**src/rpc_pkg.sv**
```systemverilog
`timescale 1ns / 1ps
`default_nettype none
// ----------------------------------------------------------------------------
// rpc_pkg: region permission check shared definitions
// Word format for the cell chain, opcodes, access kinds, register map.
// ----------------------------------------------------------------------------
package rpc_pkg;

    localparam int NUM_REGIONS_DEF = 16;
    localparam int ADDR_WIDTH_DEF  = 64;

    // fixed field widths
    localparam int FIELD_ADDR_W = 64;
    localparam int IDX_W        = 4;
    localparam int KIND_W       = 2;
    localparam int CNT_W        = 5;
    // wide enough to hold any cell number (up to 256) and the region count
    localparam int CMP_W        = 9;

    // stream packing
    localparam int S_TDATA_W = 200;
    localparam int M_TDATA_W = 8;

    // APB
    localparam int APB_DATA_W = 32;
    localparam int APB_ADDR_W = 3;

    localparam logic OP_LOAD  = 1'b0;
    localparam logic OP_QUERY = 1'b1;

    localparam logic REG_REGIONS_IN_USE = 1'b0;

    typedef enum logic [KIND_W-1:0] {
        ACC_READ  = 2'd0,
        ACC_WRITE = 2'd1,
        ACC_RW    = 2'd2
    } access_kind_t;

    // one word moving down the chain; a load uses addr_a/addr_b as bounds,
    // a query uses addr_a as the address and carries the running hit
    typedef struct packed {
        logic                    valid;
        logic                    op;
        logic [IDX_W-1:0]        idx;
        logic [FIELD_ADDR_W-1:0] addr_a;
        logic [FIELD_ADDR_W-1:0] addr_b;
        logic                    rd;
        logic                    wr;
        logic [KIND_W-1:0]       kind;
        logic                    hit;
    } rpc_word_t;

endpackage
`default_nettype wire

```
**src/rpc_apb_regs.sv**
```systemverilog
`timescale 1ns / 1ps
`default_nettype none
// ----------------------------------------------------------------------------
// rpc_apb_regs: configuration register file
// APB slave holding the regions_in_use count; zero wait states.
// ----------------------------------------------------------------------------
module rpc_apb_regs (
    input  wire logic                           clk,
    input  wire logic                           rst_n,
    input  wire logic                           psel,
    input  wire logic                           penable,
    input  wire logic                           pwrite,
    input  wire logic [rpc_pkg::APB_ADDR_W-1:0] paddr,
    input  wire logic [rpc_pkg::APB_DATA_W-1:0] pwdata,
    output      logic [rpc_pkg::APB_DATA_W-1:0] prdata,
    output      logic                           pready,
    output      logic [rpc_pkg::CNT_W-1:0]      regions_in_use
);

    logic                      reg_idx;
    logic                      wr_en;
    logic [rpc_pkg::CNT_W-1:0] regions_in_use_reg;

    // word index of the byte address; the low two bits select bytes
    assign reg_idx = paddr[rpc_pkg::APB_ADDR_W-1];
    assign pready  = 1'b1;
    assign wr_en   = psel && penable && pwrite && pready
                     && (reg_idx == rpc_pkg::REG_REGIONS_IN_USE);

    always_ff @(posedge clk or negedge rst_n)
    begin
        if (!rst_n)
        begin
            regions_in_use_reg <= '0;
        end
        else if (wr_en)
        begin
            regions_in_use_reg <= pwdata[rpc_pkg::CNT_W-1:0];
        end
    end

    always_comb
    begin
        unique case (reg_idx)
            rpc_pkg::REG_REGIONS_IN_USE:
                prdata = rpc_pkg::APB_DATA_W'(regions_in_use_reg);
            default:
                prdata = '0;
        endcase
    end

    assign regions_in_use = regions_in_use_reg;

endmodule
`default_nettype wire

```
**config.mk**
```make
export PLATFORM = sky130hd
export DESIGN_NAME = rpc_apb_regs
export DESIGN_NICKNAME = d
export VERILOG_FILES = /design/src/rpc_pkg.sv /design/src/rpc_apb_regs.sv
export SDC_FILE = /design/constraint.sdc
export NUM_CORES = 1
export LEC_CHECK = 0
export BUFFER_PORTS_ARGS = -buffer_cell sky130_fd_sc_hd__clkbuf_2
export CORE_UTILIZATION = 29
export DETAILED_ROUTE_END_ITERATION = 12
export GPL_TIMING_DRIVEN = 0
export PLACE_DENSITY_LB_ADDON = 0.3
export SLEW_MARGIN = 20
export SYNTH_ARGS = -nofsm -noshare
export SYNTH_HDL_FRONTEND = slang
export SYNTH_SLANG_ARGS = --single-unit
```
**constraint.sdc**
```tcl
create_clock -name clk -period 2.5 [get_ports clk]
set_clock_uncertainty 0.1 [all_clocks]
set_input_delay 0.25 -clock clk [delete_from_list [all_inputs] [get_ports clk]]
set_output_delay 0.25 -clock clk [all_outputs]
set_load 0.01 [all_outputs]
```
==> summary.txt <==
Final layout
  • Fill cell total of the finished layout: around 150
  • Area Growth Syn to Fin: 54.42%
  • Largest register FFs: 5
  • Layout cells sized above 1: 63.92%
  • Final Util: between 40% and 50%
  • Diodes inserted: 0
  • Fin nets: approximately 140

Synthesis
  • Area of the mapped netlist: approximately 470 um2
  • Syn_area_per_cell: about 10 um2
  • Flop and latch count out of synthesis: 5
  • Seq/Total Area, Yosys: between 20% and 30%
  • Mux contribution to synthesized area: 12.06%
  • Count of cell types in the netlist: 6
  • Synth area leaders: buf_4 (45%), dfrtp_1 (27%), mux2_2 (12%), and2b_2 (9.4%), nand4b_4 (5.1%)
  • Most common cell in the netlist: buf_4
  • Yosys top cell area share: between 40 and 50%
  • Commonest cells post-synth: buf_4 (28), and2b_2 (5), dfrtp_1 (5), mux2_2 (5), conb_1 (2)
  • EDFF count, synth: 0
  • Synth warnings: 0
  • Most common flop cell mapped by yosys: dfrtp_1
  • Synth Area in XOR/XNOR: 0%
  • Asr flop ratio synth: between 90% and 100%
  • Adder-Cell Fraction of Synth Area: 0%
  • Yosys top cell by area: buf_4
  • Synth Area in Simple Gates: ~14%
  • Post-synthesis compound-gate area fraction: 0%
  • Largest family of logic cells by synthesized area: buffers and inverters
  • Post-Synthesis Cells: 46

STA
  • Fin. max-slew vios: 0
  • Final setup TNS: 0 ns
  • Fmax achieved: 769.3 MHz
  • RSZ-0062 raised after global routing: false
  • Tmin final: between 1 and 1.5 ns
  • Final Hold Viols: 0
  • Count of final setup violators: 0
  • Final period util: 52.00%

Power and ir drop
  • Total power per unit cell area: between 400 and 500 nW/um2
  • Switch share: a little under a third
  • Sequential power share: 32.5%
  • Cell Int Power: ~0.24 mW
  • Maximum vdd drop: roughly 0.00017 V
  • Total power: 0.3444 mW
  • Clock Power Share: between 20% and 30%
  • Net switching power: 0.1092 mW
  • Pleak: around 0.47 nW
  • Comb pwr share: ~40%

Global routing
  • GRT Total Usage: between 10% and 20%
  • First-pass GRT wire length: around 1300 um
  • Largest net degree at the start of global routing: 7
  • Total global routing overflow: 0
  • Initial antenna violation count: 0
  • Vias in the first global route: 307

Routing
  • Via count: between 300 and 400
  • Vias/cell: 3.230
  • DR pass1 iterations: 3
  • Post-route ant nets: 0
  • Routed WL: ~800 um
  • Starting DRT DRC Count: 4
  • DR DRC count: 0
  • WL/cell: around 7.1 um

Worst setup path
  • Critical Path Fanout Max: 3
  • Crit path kind: reg2out
  • CP required: ~2.2 ns
  • Crit path DAT: ~0.95 ns
  • Startpoint type of the worst setup path: flip-flop
  • CP Capture Type: output port

Die
  • Die ar.: 1774 um2
  • Initial Util: between 30% and 40%
  • Die Width: about 42 um
  • Die height: 42.12 um
  • Num rows: 14
  • I/O pins: 78
  • Core ar.: 1506 um2

Placed design
  • Post-DP HPWL: 685.3 um
  • RePlAce Congestion: ~0.59
  • # port buffers: 20

Clock tree
  • H-tree depth: 1
  • Clk root buf: clkbuf_4
  • CTS sink cnt: 5
  • Clock transition at the registers of the reported paths: around 0.04 ns
  • CTS tree: built
  • Clock tree buffer depth: 2
  • CTS Buf Count: 3
  • Clock insertion delay at the later pin of the skew report: approximately 0.25 ns

Job
  • Max_cap viols: 0

Worst hold path
  • Hold Path Class: in2reg

Status
  • Status: finished, final reports clean
-- final cells by class --
cell class / count / area [um2] / area share (%)
buffer: 28 / 210.2 / 29.17
clock buffer: 4 / 26.28 / 3.646
multi-input combinational: 39 / 229.0 / 31.77
sequential: 5 / 125.1 / 17.36
tap: 16 / 20.02 / 2.778
timing repair buffer: 21 / 110.1 / 15.28
-- cells in the final DEF, fill, tap and decap left out, drive strengths merged --
cell / instances
and2b: 5
conb: 28
buf: 28
nand4b: 1
mux2: 5
dlygate4sd3: 1
dfrtp: 5
clkbuf: 24
-- repair_timing --
action,in CTS,in global routing
hold endpoints to repair,5,0
setup buffers,0,0
hold buffers,1,0
setup endpoints to repair,0,0
resized for setup,0,0
-- through the flow --
| stage | setup slack, ns | hold WS (ns) | std cells | cell area (um2) |
|---|---|---|---|---|
| floorplan | 1.533 | -0.1456 | 72 | 564.3 |
| CTS | 1.194 | 0.1299 | 113 | 720.7 |
| detailed placement | 1.355 | -0.02755 | 108 | 684.4 |
| global placement | 1.359 | -0.02899 | 108 | 684.4 |
| global route | 1.160 | 0.1269 | 113 | 720.7 |
| finish | 1.200 | 0.1305 | 113 | 720.7 |
-- power groups by stage --
stage                     combinational, mW  sequential, mW  clock [mW]
final                                 0.137           0.112      0.0954
after global routing                  0.149           0.115       0.103
after CTS                             0.137           0.113      0.0977
after detailed placement              0.135           0.113           0
after global placement                0.134           0.112           0
after floorplan                      0.0851           0.119           0
-- metal layers --
metal / up-vias / track usage (%) / wire length, um
li1: 189 / - / -
met1: 147 / 7.027 / 219
met2: 24 / 19.06 / 453
met3: 5 / 5.172 / 102
met4: 0 / 9.375 / 28
met5: - / 0 / 0
-- cell families (layout without fill, tap and decap cells) --
kind of cell / count (synthesis) / after routing
flops: 5 / 5
simple gates: 6 / 6
buf+inv: 28 / 53
mux: 5 / 5
other cells: 2 / 28
-- final timing paths --
path                                                     from                       endpoint  depth (start not counted)  slack (ns)
worst min register to register  regions_in_use[2]$_DFFE_PN0P_  regions_in_use[2]$_DFFE_PN0P_                          1        0.43
worst min-delay path                                pwdata[2]  regions_in_use[2]$_DFFE_PN0P_                          2        0.13
worst max register to register  regions_in_use[3]$_DFFE_PN0P_  regions_in_use[3]$_DFFE_PN0P_                          1        1.62
min in group asynchronous                               rst_n  regions_in_use[4]$_DFFE_PN0P_                          2        0.25
worst max-delay path            regions_in_use[0]$_DFFE_PN0P_                      prdata[0]                          2        1.20
max in group asynchronous                               rst_n  regions_in_use[3]$_DFFE_PN0P_                          2        1.90
-- worst max-delay path: stages, from the launching register on --
cell and delay (ns):
dfrtp_1 0.38, and2b_2 0.20, clkbuf_2 0.12
(Power assumes the default switching activity.)
