==> src/rpc_pkg.sv <==
`timescale 1ns / 1ps
`default_nettype none
// ----------------------------------------------------------------------------
// rpc_pkg: region permission check shared definitions
// Word format for the cell chain, opcodes, access kinds, register map.
// ----------------------------------------------------------------------------
package rpc_pkg;

    localparam int NUM_REGIONS_DEF = 16;
    localparam int ADDR_WIDTH_DEF  = 64;

    // fixed field widths
    localparam int FIELD_ADDR_W = 64;
    localparam int IDX_W        = 4;
    localparam int KIND_W       = 2;
    localparam int CNT_W        = 5;
    // wide enough to hold any cell number (up to 256) and the region count
    localparam int CMP_W        = 9;

    // stream packing
    localparam int S_TDATA_W = 200;
    localparam int M_TDATA_W = 8;

    // APB
    localparam int APB_DATA_W = 32;
    localparam int APB_ADDR_W = 3;

    localparam logic OP_LOAD  = 1'b0;
    localparam logic OP_QUERY = 1'b1;

    localparam logic REG_REGIONS_IN_USE = 1'b0;

    typedef enum logic [KIND_W-1:0] {
        ACC_READ  = 2'd0,
        ACC_WRITE = 2'd1,
        ACC_RW    = 2'd2
    } access_kind_t;

    // one word moving down the chain; a load uses addr_a/addr_b as bounds,
    // a query uses addr_a as the address and carries the running hit
    typedef struct packed {
        logic                    valid;
        logic                    op;
        logic [IDX_W-1:0]        idx;
        logic [FIELD_ADDR_W-1:0] addr_a;
        logic [FIELD_ADDR_W-1:0] addr_b;
        logic                    rd;
        logic                    wr;
        logic [KIND_W-1:0]       kind;
        logic                    hit;
    } rpc_word_t;

endpackage
`default_nettype wire

==> src/rpc_cell.sv <==
`timescale 1ns / 1ps
`default_nettype none
// ----------------------------------------------------------------------------
// rpc_cell: one region slot of the check chain
// Holds one region entry, captures loads aimed at it, folds its verdict
// into passing queries, and registers the word for the next cell.
// ----------------------------------------------------------------------------
module rpc_cell #(
    parameter int CELL_IDX   = 0,
    parameter int ADDR_WIDTH = rpc_pkg::ADDR_WIDTH_DEF
) (
    input  wire logic                      clk,
    input  wire logic                      rst_n,
    input  wire logic                      advance,
    input  wire logic [rpc_pkg::CNT_W-1:0] regions_in_use,
    input  wire rpc_pkg::rpc_word_t        word_in,
    output      rpc_pkg::rpc_word_t        word_out
);

    localparam logic [rpc_pkg::CMP_W-1:0] CELL_ID = rpc_pkg::CMP_W'(CELL_IDX);

    logic [ADDR_WIDTH-1:0] start_reg;
    logic [ADDR_WIDTH-1:0] end_reg;
    logic                  rd_reg;
    logic                  wr_reg;

    logic                  valid_reg;
    rpc_pkg::rpc_word_t    data_reg;
    rpc_pkg::rpc_word_t    data_next;

    logic                  in_use;
    logic                  slot_hit;
    logic                  load_here;
    logic                  perm;
    logic                  in_range;
    logic [ADDR_WIDTH-1:0] addr;

    assign in_use    = CELL_ID < rpc_pkg::CMP_W'(regions_in_use);
    assign slot_hit  = rpc_pkg::CMP_W'(word_in.idx) == CELL_ID;
    assign load_here = advance && word_in.valid && (word_in.op == rpc_pkg::OP_LOAD)
                       && slot_hit;
    assign addr      = word_in.addr_a[ADDR_WIDTH-1:0];
    assign in_range  = (addr >= start_reg) && (addr <= end_reg);

    always_comb
    begin
        case (word_in.kind)
            rpc_pkg::ACC_READ:  perm = rd_reg;
            rpc_pkg::ACC_WRITE: perm = wr_reg;
            rpc_pkg::ACC_RW:    perm = rd_reg && wr_reg;
            default:            perm = 1'b0;
        endcase
    end

    always_comb
    begin
        data_next = word_in;
        if (word_in.op == rpc_pkg::OP_QUERY && in_use && perm && in_range)
        begin
            data_next.hit = 1'b1;
        end
    end

    // entry storage, undefined until loaded
    always_ff @(posedge clk)
    begin
        if (load_here)
        begin
            start_reg <= word_in.addr_a[ADDR_WIDTH-1:0];
            end_reg   <= word_in.addr_b[ADDR_WIDTH-1:0];
            rd_reg    <= word_in.rd;
            wr_reg    <= word_in.wr;
        end
    end

    always_ff @(posedge clk or negedge rst_n)
    begin
        if (!rst_n)
        begin
            valid_reg <= 1'b0;
        end
        else if (advance)
        begin
            valid_reg <= word_in.valid;
        end
    end

    always_ff @(posedge clk)
    begin
        if (advance)
        begin
            data_reg <= data_next;
        end
    end

    always_comb
    begin
        word_out       = data_reg;
        word_out.valid = valid_reg;
    end

endmodule
`default_nettype wire

==> config.mk <==
export PLATFORM = sky130hd
export DESIGN_NAME = rpc_cell
export DESIGN_NICKNAME = d
export VERILOG_FILES = /design/src/rpc_pkg.sv /design/src/rpc_cell.sv
export SDC_FILE = /design/constraint.sdc
export NUM_CORES = 1
export LEC_CHECK = 0
export BUFFER_PORTS_ARGS = -buffer_cell sky130_fd_sc_hd__clkbuf_2
export CAP_MARGIN = 25
export CORE_MARGIN = 3
export CORE_UTILIZATION = 45
export CTS_CLUSTER_SIZE = 25
export DETAILED_ROUTE_END_ITERATION = 10
export GPL_TIMING_DRIVEN = 0
export PLACE_DENSITY = 0.74
export SLEW_MARGIN = 25
export SYNTH_ARGS = -nofsm -noshare
export SYNTH_HDL_FRONTEND = slang
export SYNTH_SLANG_ARGS = --single-unit
==> constraint.sdc <==
create_clock -name clk -period 1.9 [get_ports clk]
set_input_delay 0.19 -clock clk [delete_from_list [all_inputs] [get_ports clk]]
set_output_delay 0.19 -clock clk [all_outputs]
set_load 0.05 [all_outputs]
==> metrics.cfg, run 1 <==
[outcome]
status=finished, violations left
violations=setup timing

[detailed_routing]
wl_um=27500
wl_per_cell_um=17.7
vias=7699
first_pass_iters=4
via_per_inst=4.96
drt_iter0_drc=395
drc=0
ant_nets=0

[logic_synthesis]
synth-compound-area-share_pct=6.01
syn-cell-area_um2=11400
yosys.area_share.simple_pct=4.16
synthDistinctLibCells=38
ys_seq_area_share_pct=71.1
yosysWarnings=0
synth_xor_area_share_pct=0
syn_inst=736
yosys_most_used_dff=edfxtp_1
synth-edff-count=268
syn_area_per_cell_um2=15.4
synth_mux_area_share_pct=0.0881
synth_async_sr_flop_share_pct=0.372
syn_nets=1011
synth_top_family_by_area=adder cells
synth-seq-cells=269
synth_adder_area_share_pct=14.1

[timing]
relSlewSlack_pct=58.3
slew_violations=0
finalCritPeriodShare_pct=126
worst_slack_ps=-492
rsz0062_at_grt=true
setup_viol=1
period_minus_slack_ps=2390
skew_ps=11.9
worst_pin_slew_ps=621
hold_viol=0
fmax_ghz=0.418

[cells_and_area]
layout_commonest_cell=clkbuf_2
antenna_cells=0
final_layout_size_suffix_gt1_share_pct=29.8
final_util_pct=64.6
largest_reg_flops=138
nets=1485
mostFrequentLayoutCells=clkbuf_2 (284), edfxtp_1 (268), dlygate4sd3_1 (141)
layoutNonFillerInstCount=1553
syn2layout_area_growth_pct=39.6
fillCellCount=1722

[cts]
clkLatencyLatePin_ps=530
tritoncts=done
cts_buffers=27
clock_sinks=269
clock_path_buffers=3
root_buffer=clkbuf_16
cts-htree-levels=1
cts.clk_slew.worst_paths_ps=60

[power_and_ir_drop]
leakage_nw=7.04
ir_drop_uv=824
fin_total_pwr_mw=14.2
p_per_area_nw_per_um2=896

[die]
rows=57
initial_utilization_pct=46.3
core_area_um2=24500
dieArea_um2=27200
die_width_um=165
ioPinCount=286
die_height_um=165

[job]
cap_violations=0

[worst_setup_path]
worstPathRequired_ps=2180
worstSetupPathType=reg2reg
arrival_ps=2670
worst_setup_path_end_kind=register
crit_path_start_kind=register
critPathMaxFanout=3

[min_path]
hold_class=in2reg

[placed_design]
globalplace.congestion=0.790
port_buffers=285
dp.cells=1355
dp.final_hpwl_um=18100

[global_routing]
track_usage_pct=19.9
grt_max_degree=72
top_usage_layer=met2
met3_usage_pct=4.77
grt_pass1_vias=7968
grt_pass1_wl_um=41800
grt-ovfl-total=0
met1_usage_pct=24.7
antenna_found_initial=0
gr-usage-met2_pct=34.5

[worst max-delay path, stage by stage (launching register included)]
cell      delay [ps]
edfxtp_1         370
inv_1             80
ha_1             250
a21oi_1          120
o21ai_0          110
a221oi_1         350
nand3_2          200
a221oi_4         370
o21ai_2          110
a21o_1           180
[stage by stage]
| step | area, µm² | hold slack, ps | setup TNS (ps) | setup WS [ps] |
|---|---|---|---|---|
| 2_1_floorplan | 11400 | -106 | -305560 | -2350 |
| 3_3_place_gp | 13200 | -34.2 | -1020300 | -6560 |
| 3_5_place_dp | 13400 | -30.8 | -78100 | -1070 |
| 4_1_cts | 15800 | 208 | -557 | -557 |
| 5_1_grt | 15900 | 121 | -634 | -634 |
| 6_report | 15900 | 113 | -492 | -492 |
[logic make-up (layout without fill, tap and decap cells)]
group	after synthesis	in the layout
adder cells (fa/ha/maj)	128	128
AO/OA/AOI/OAI	109	109
multiplexers	1	1
buffers and inverters	137	630
AND/OR/NAND/NOR	92	92
flip-flops	269	269
[routing by layer]
metal  wire length [µm]  share of wire (%)  vias up
li1                   -                  -     3695
met1              11200                 41     3679
met2              13700                 50      269
met3               1900                6.9       56
met4                749                2.7        0
met5                  0                  0        -
[layout make-up]
cell class              count  area, µm²  area share (%)
clock inverters            19        200            1.26
inverters                 136        510            3.22
repair buffers            445       3080            19.4
well taps                 324        405            2.56
plain buffers               1       7.51          0.0473
flip-flops and latches    269       8070            50.9
multi-input cells         330       2900            18.3
clock buffers              29        683            4.31
[Yosys cell counts (all sizes together), types with 6 or more instances]
library cell	n	area, µm²
a21o	14	106
a21oi	49	245
a221oi	6	52.6
edfxtp	268	8050
ha	128	1600
inv	136	510
nand2	32	120
nand3	11	55.1
nand4	24	150
nor2	7	26.3
o21ai	17	85.1
[timing repair]
item                                    CTS  global route
gates resized for setup                  17             4
hold buffers                            141             0
setup buffers                             4             5
pin swaps                                10             6
endpoints found under the setup margin   66            15
endpoints found under the hold margin   270             0
[worst paths after layout]
check | startpoint | end | slack (ps) | cells after the start
setup reg to reg | start_reg[11] | word_out[0] | -490 | 9
max in group asynchronous | rst_n | valid_reg | 1300 | 3
hold reg to reg | valid_reg | valid_reg | 600 | 2
min in group asynchronous | rst_n | valid_reg | 500 | 3
setup / recovery | start_reg[11] | word_out[0] | -490 | 9
hold / removal | advance | word_out[122] | 110 | 1
[report_power, final]
| part | switching [mW] | total (mW) | internal [mW] |
|---|---|---|---|
| Clock | 2.18 | 5.32 | 3.13 |
| Sequential | 0.0729 | 6.89 | 6.82 |
| Combinational | 1.40 | 2.01 | 0.611 |
| Total | 3.66 | 14.2 | 10.6 |
(Power assumes the default switching activity.)
==> inputs of run 2 (changes only) <==
Settings changed: CTS_BUF_LIST set to sky130_fd_sc_hd__clkbuf_8.
Clock period 1.9 ns to 2 ns, I/O delays scaled along.
==> metrics.cfg, run 2 (synthesis results as in run 1) <==
[cells_and_area]
mostFrequentLayoutCells=clkbuf_2 (284), edfxtp_1 (268), inv_1 (148)
layoutNonFillerInstCount=1583  ; +1.9%
layout_commonest_cell=clkbuf_2
final_layout_size_suffix_gt1_share_pct=30.1  ; +0.32 points
largest_reg_flops=138  ; unchanged
syn2layout_area_growth_pct=39.1
antenna_cells=0  ; unchanged
final_util_pct=64.4  ; -0.24 points
nets=1501  ; +1.1%

[timing]
setup_viol=1  ; unchanged
rsz0062_at_grt=true
skew_ps=10.1  ; -1.85 ps
hold_viol=0  ; unchanged
period_minus_slack_ps=2400  ; +8.77 ps
finalCritPeriodShare_pct=120  ; -5.9 points
relSlewSlack_pct=55.3  ; -3.0 points
worst_slack_ps=-401  ; +91.2 ps
slew_violations=0  ; unchanged
fmax_ghz=0.417  ; -0.37%
worst_pin_slew_ps=665  ; +44.2 ps

[detailed_routing]
drt_iter0_drc=449  ; +14%
wl_um=27500  ; about the same
first_pass_iters=5  ; +1
wl_per_cell_um=17.4  ; -1.9%
vias=7767  ; +0.88%
ant_nets=0  ; unchanged
drc=0  ; unchanged
via_per_inst=4.91  ; -1.0%

[global_routing]
antenna_found_initial=0  ; unchanged
track_usage_pct=20.2  ; +0.25 points
grt_pass1_vias=8235  ; +3.4%
grt-ovfl-total=0  ; unchanged
grt_pass1_wl_um=42400  ; +1.4%
grt_max_degree=74  ; +2.8%

[worst_setup_path]
reg2reg_to=word_out[0]
rr_worst_depth=9  ; unchanged
arrival_ps=2680  ; about the same
worstSetupPathType=reg2reg
regToRegSetupSlack_ps=-400  ; +90 ps
worstPathRequired_ps=2280  ; +100 ps
crit_path_start_kind=register
critPathMaxFanout=3  ; unchanged
worst_setup_path_end_kind=register
r2r-start=end_reg[61]

[outcome]
status=finished, violations left
violations=setup timing

[cts]
clkLatencyLatePin_ps=530  ; about the same
cts-htree-levels=2  ; +1
cts_buffers=46  ; +70%
root_buffer=clkbuf_8
tritoncts=done
clock_path_buffers=3  ; unchanged
clock_sinks=269  ; unchanged
cts.clk_slew.worst_paths_ps=50  ; about the same

[placed_design]
dp.cells=1357  ; +0.15%
dp.final_hpwl_um=18300  ; +0.86%
globalplace.congestion=0.755  ; -4.4%
port_buffers=285  ; unchanged

[job]
cap_violations=0  ; unchanged

[power_and_ir_drop]
ir_drop_uv=711  ; -14%
leakage_nw=7.05  ; +0.24%
p_per_area_nw_per_um2=817  ; -8.9%

[die]
die_height_um=165  ; unchanged
rows=57  ; unchanged
ioPinCount=286  ; unchanged
die_width_um=165  ; unchanged
core_area_um2=24500  ; unchanged
dieArea_um2=27200  ; unchanged
initial_utilization_pct=46.3  ; unchanged

[min_path]
hold_class=in2reg
hp-start=advance
hold_depth=1  ; unchanged
holdPathEnd=word_out[14]

==> run 2: worst max path at each step <==
stage / from / to / slack, ps / cells past startpoint
2_1_floorplan: word_in[134] / end_reg[0] / -2260 / 2
3_3_place_gp: advance / start_reg[29] / -6300 / 3
3_5_place_dp: word_in[130] / word_out[0] / -870 / 9
4_1_cts: end_reg[52] / word_out[0] / -440 / 9
5_1_grt: end_reg[62] / word_out[0] / -520 / 9
6_report: end_reg[61] / word_out[0] / -400 / 9
==> run 2: final cells by class <==
type                            count  area (µm²)
Tap cell                          324         405
Inverter                          136         510
Fill cell                        1793        8730
Buffer                              1        7.51
Clock buffer                       48         661
Sequential cell                   269        8070
Timing Repair Buffer              442        3070
Multi-Input combinational cell    330        2920
Clock inverter                     33         161
==> run 2: through the flow <==
step	TNS, ps	instance area [µm²]	hold WS (ps)	power [mW]	worst slack, ps
2_1_floorplan	-293770	11400	-95.6	7.71	-2260
3_3_place_gp	-981080	13200	-23.3	8.28	-6300
3_5_place_dp	-29790	13400	-24.2	8.32	-867
4_1_cts	-442	15700	48.7	13.0	-442
5_1_grt	-518	15800	115	13.5	-518
6_report	-401	15800	113	12.9	-401
==> run 2: metal layers <==
layer  vias to the layer above  track usage (%)  routed length (µm)
met4                         0             5.57                 506
li1                       3733                -                   -
met3                        43             4.72                1710
met1                      3736             25.0               11300
met2                       255             35.4               14000
met5                         -                0                   0
==> run 2: repair_timing <==
action / 4_1_cts / 5_1_grt
resized for setup: 20 / 4
hold endpoints to repair: 270 / 0
pin swaps: 14 / 8
setup endpoints to repair: 16 / 29
hold buffers: 141 / 0
buffers inserted: 1 / 3
==> run 2: worst max-delay path: stages (launching register included) <==
cell and delay (ps):
edfxtp_1 320, inv_1 40, ha_1 280, nand4_1 210, nor4_4 400, and3_4 300, nand3_4 100, o211ai_1 250
o21bai_2 90, a21o_1 160
==> run 2: power by group <==
group | switching (mW) | internal (mW)
Sequential | 0.0708 | 6.48
Combinational | 1.33 | 0.584
Clock | 2.11 | 2.34
Total | 3.50 | 9.40
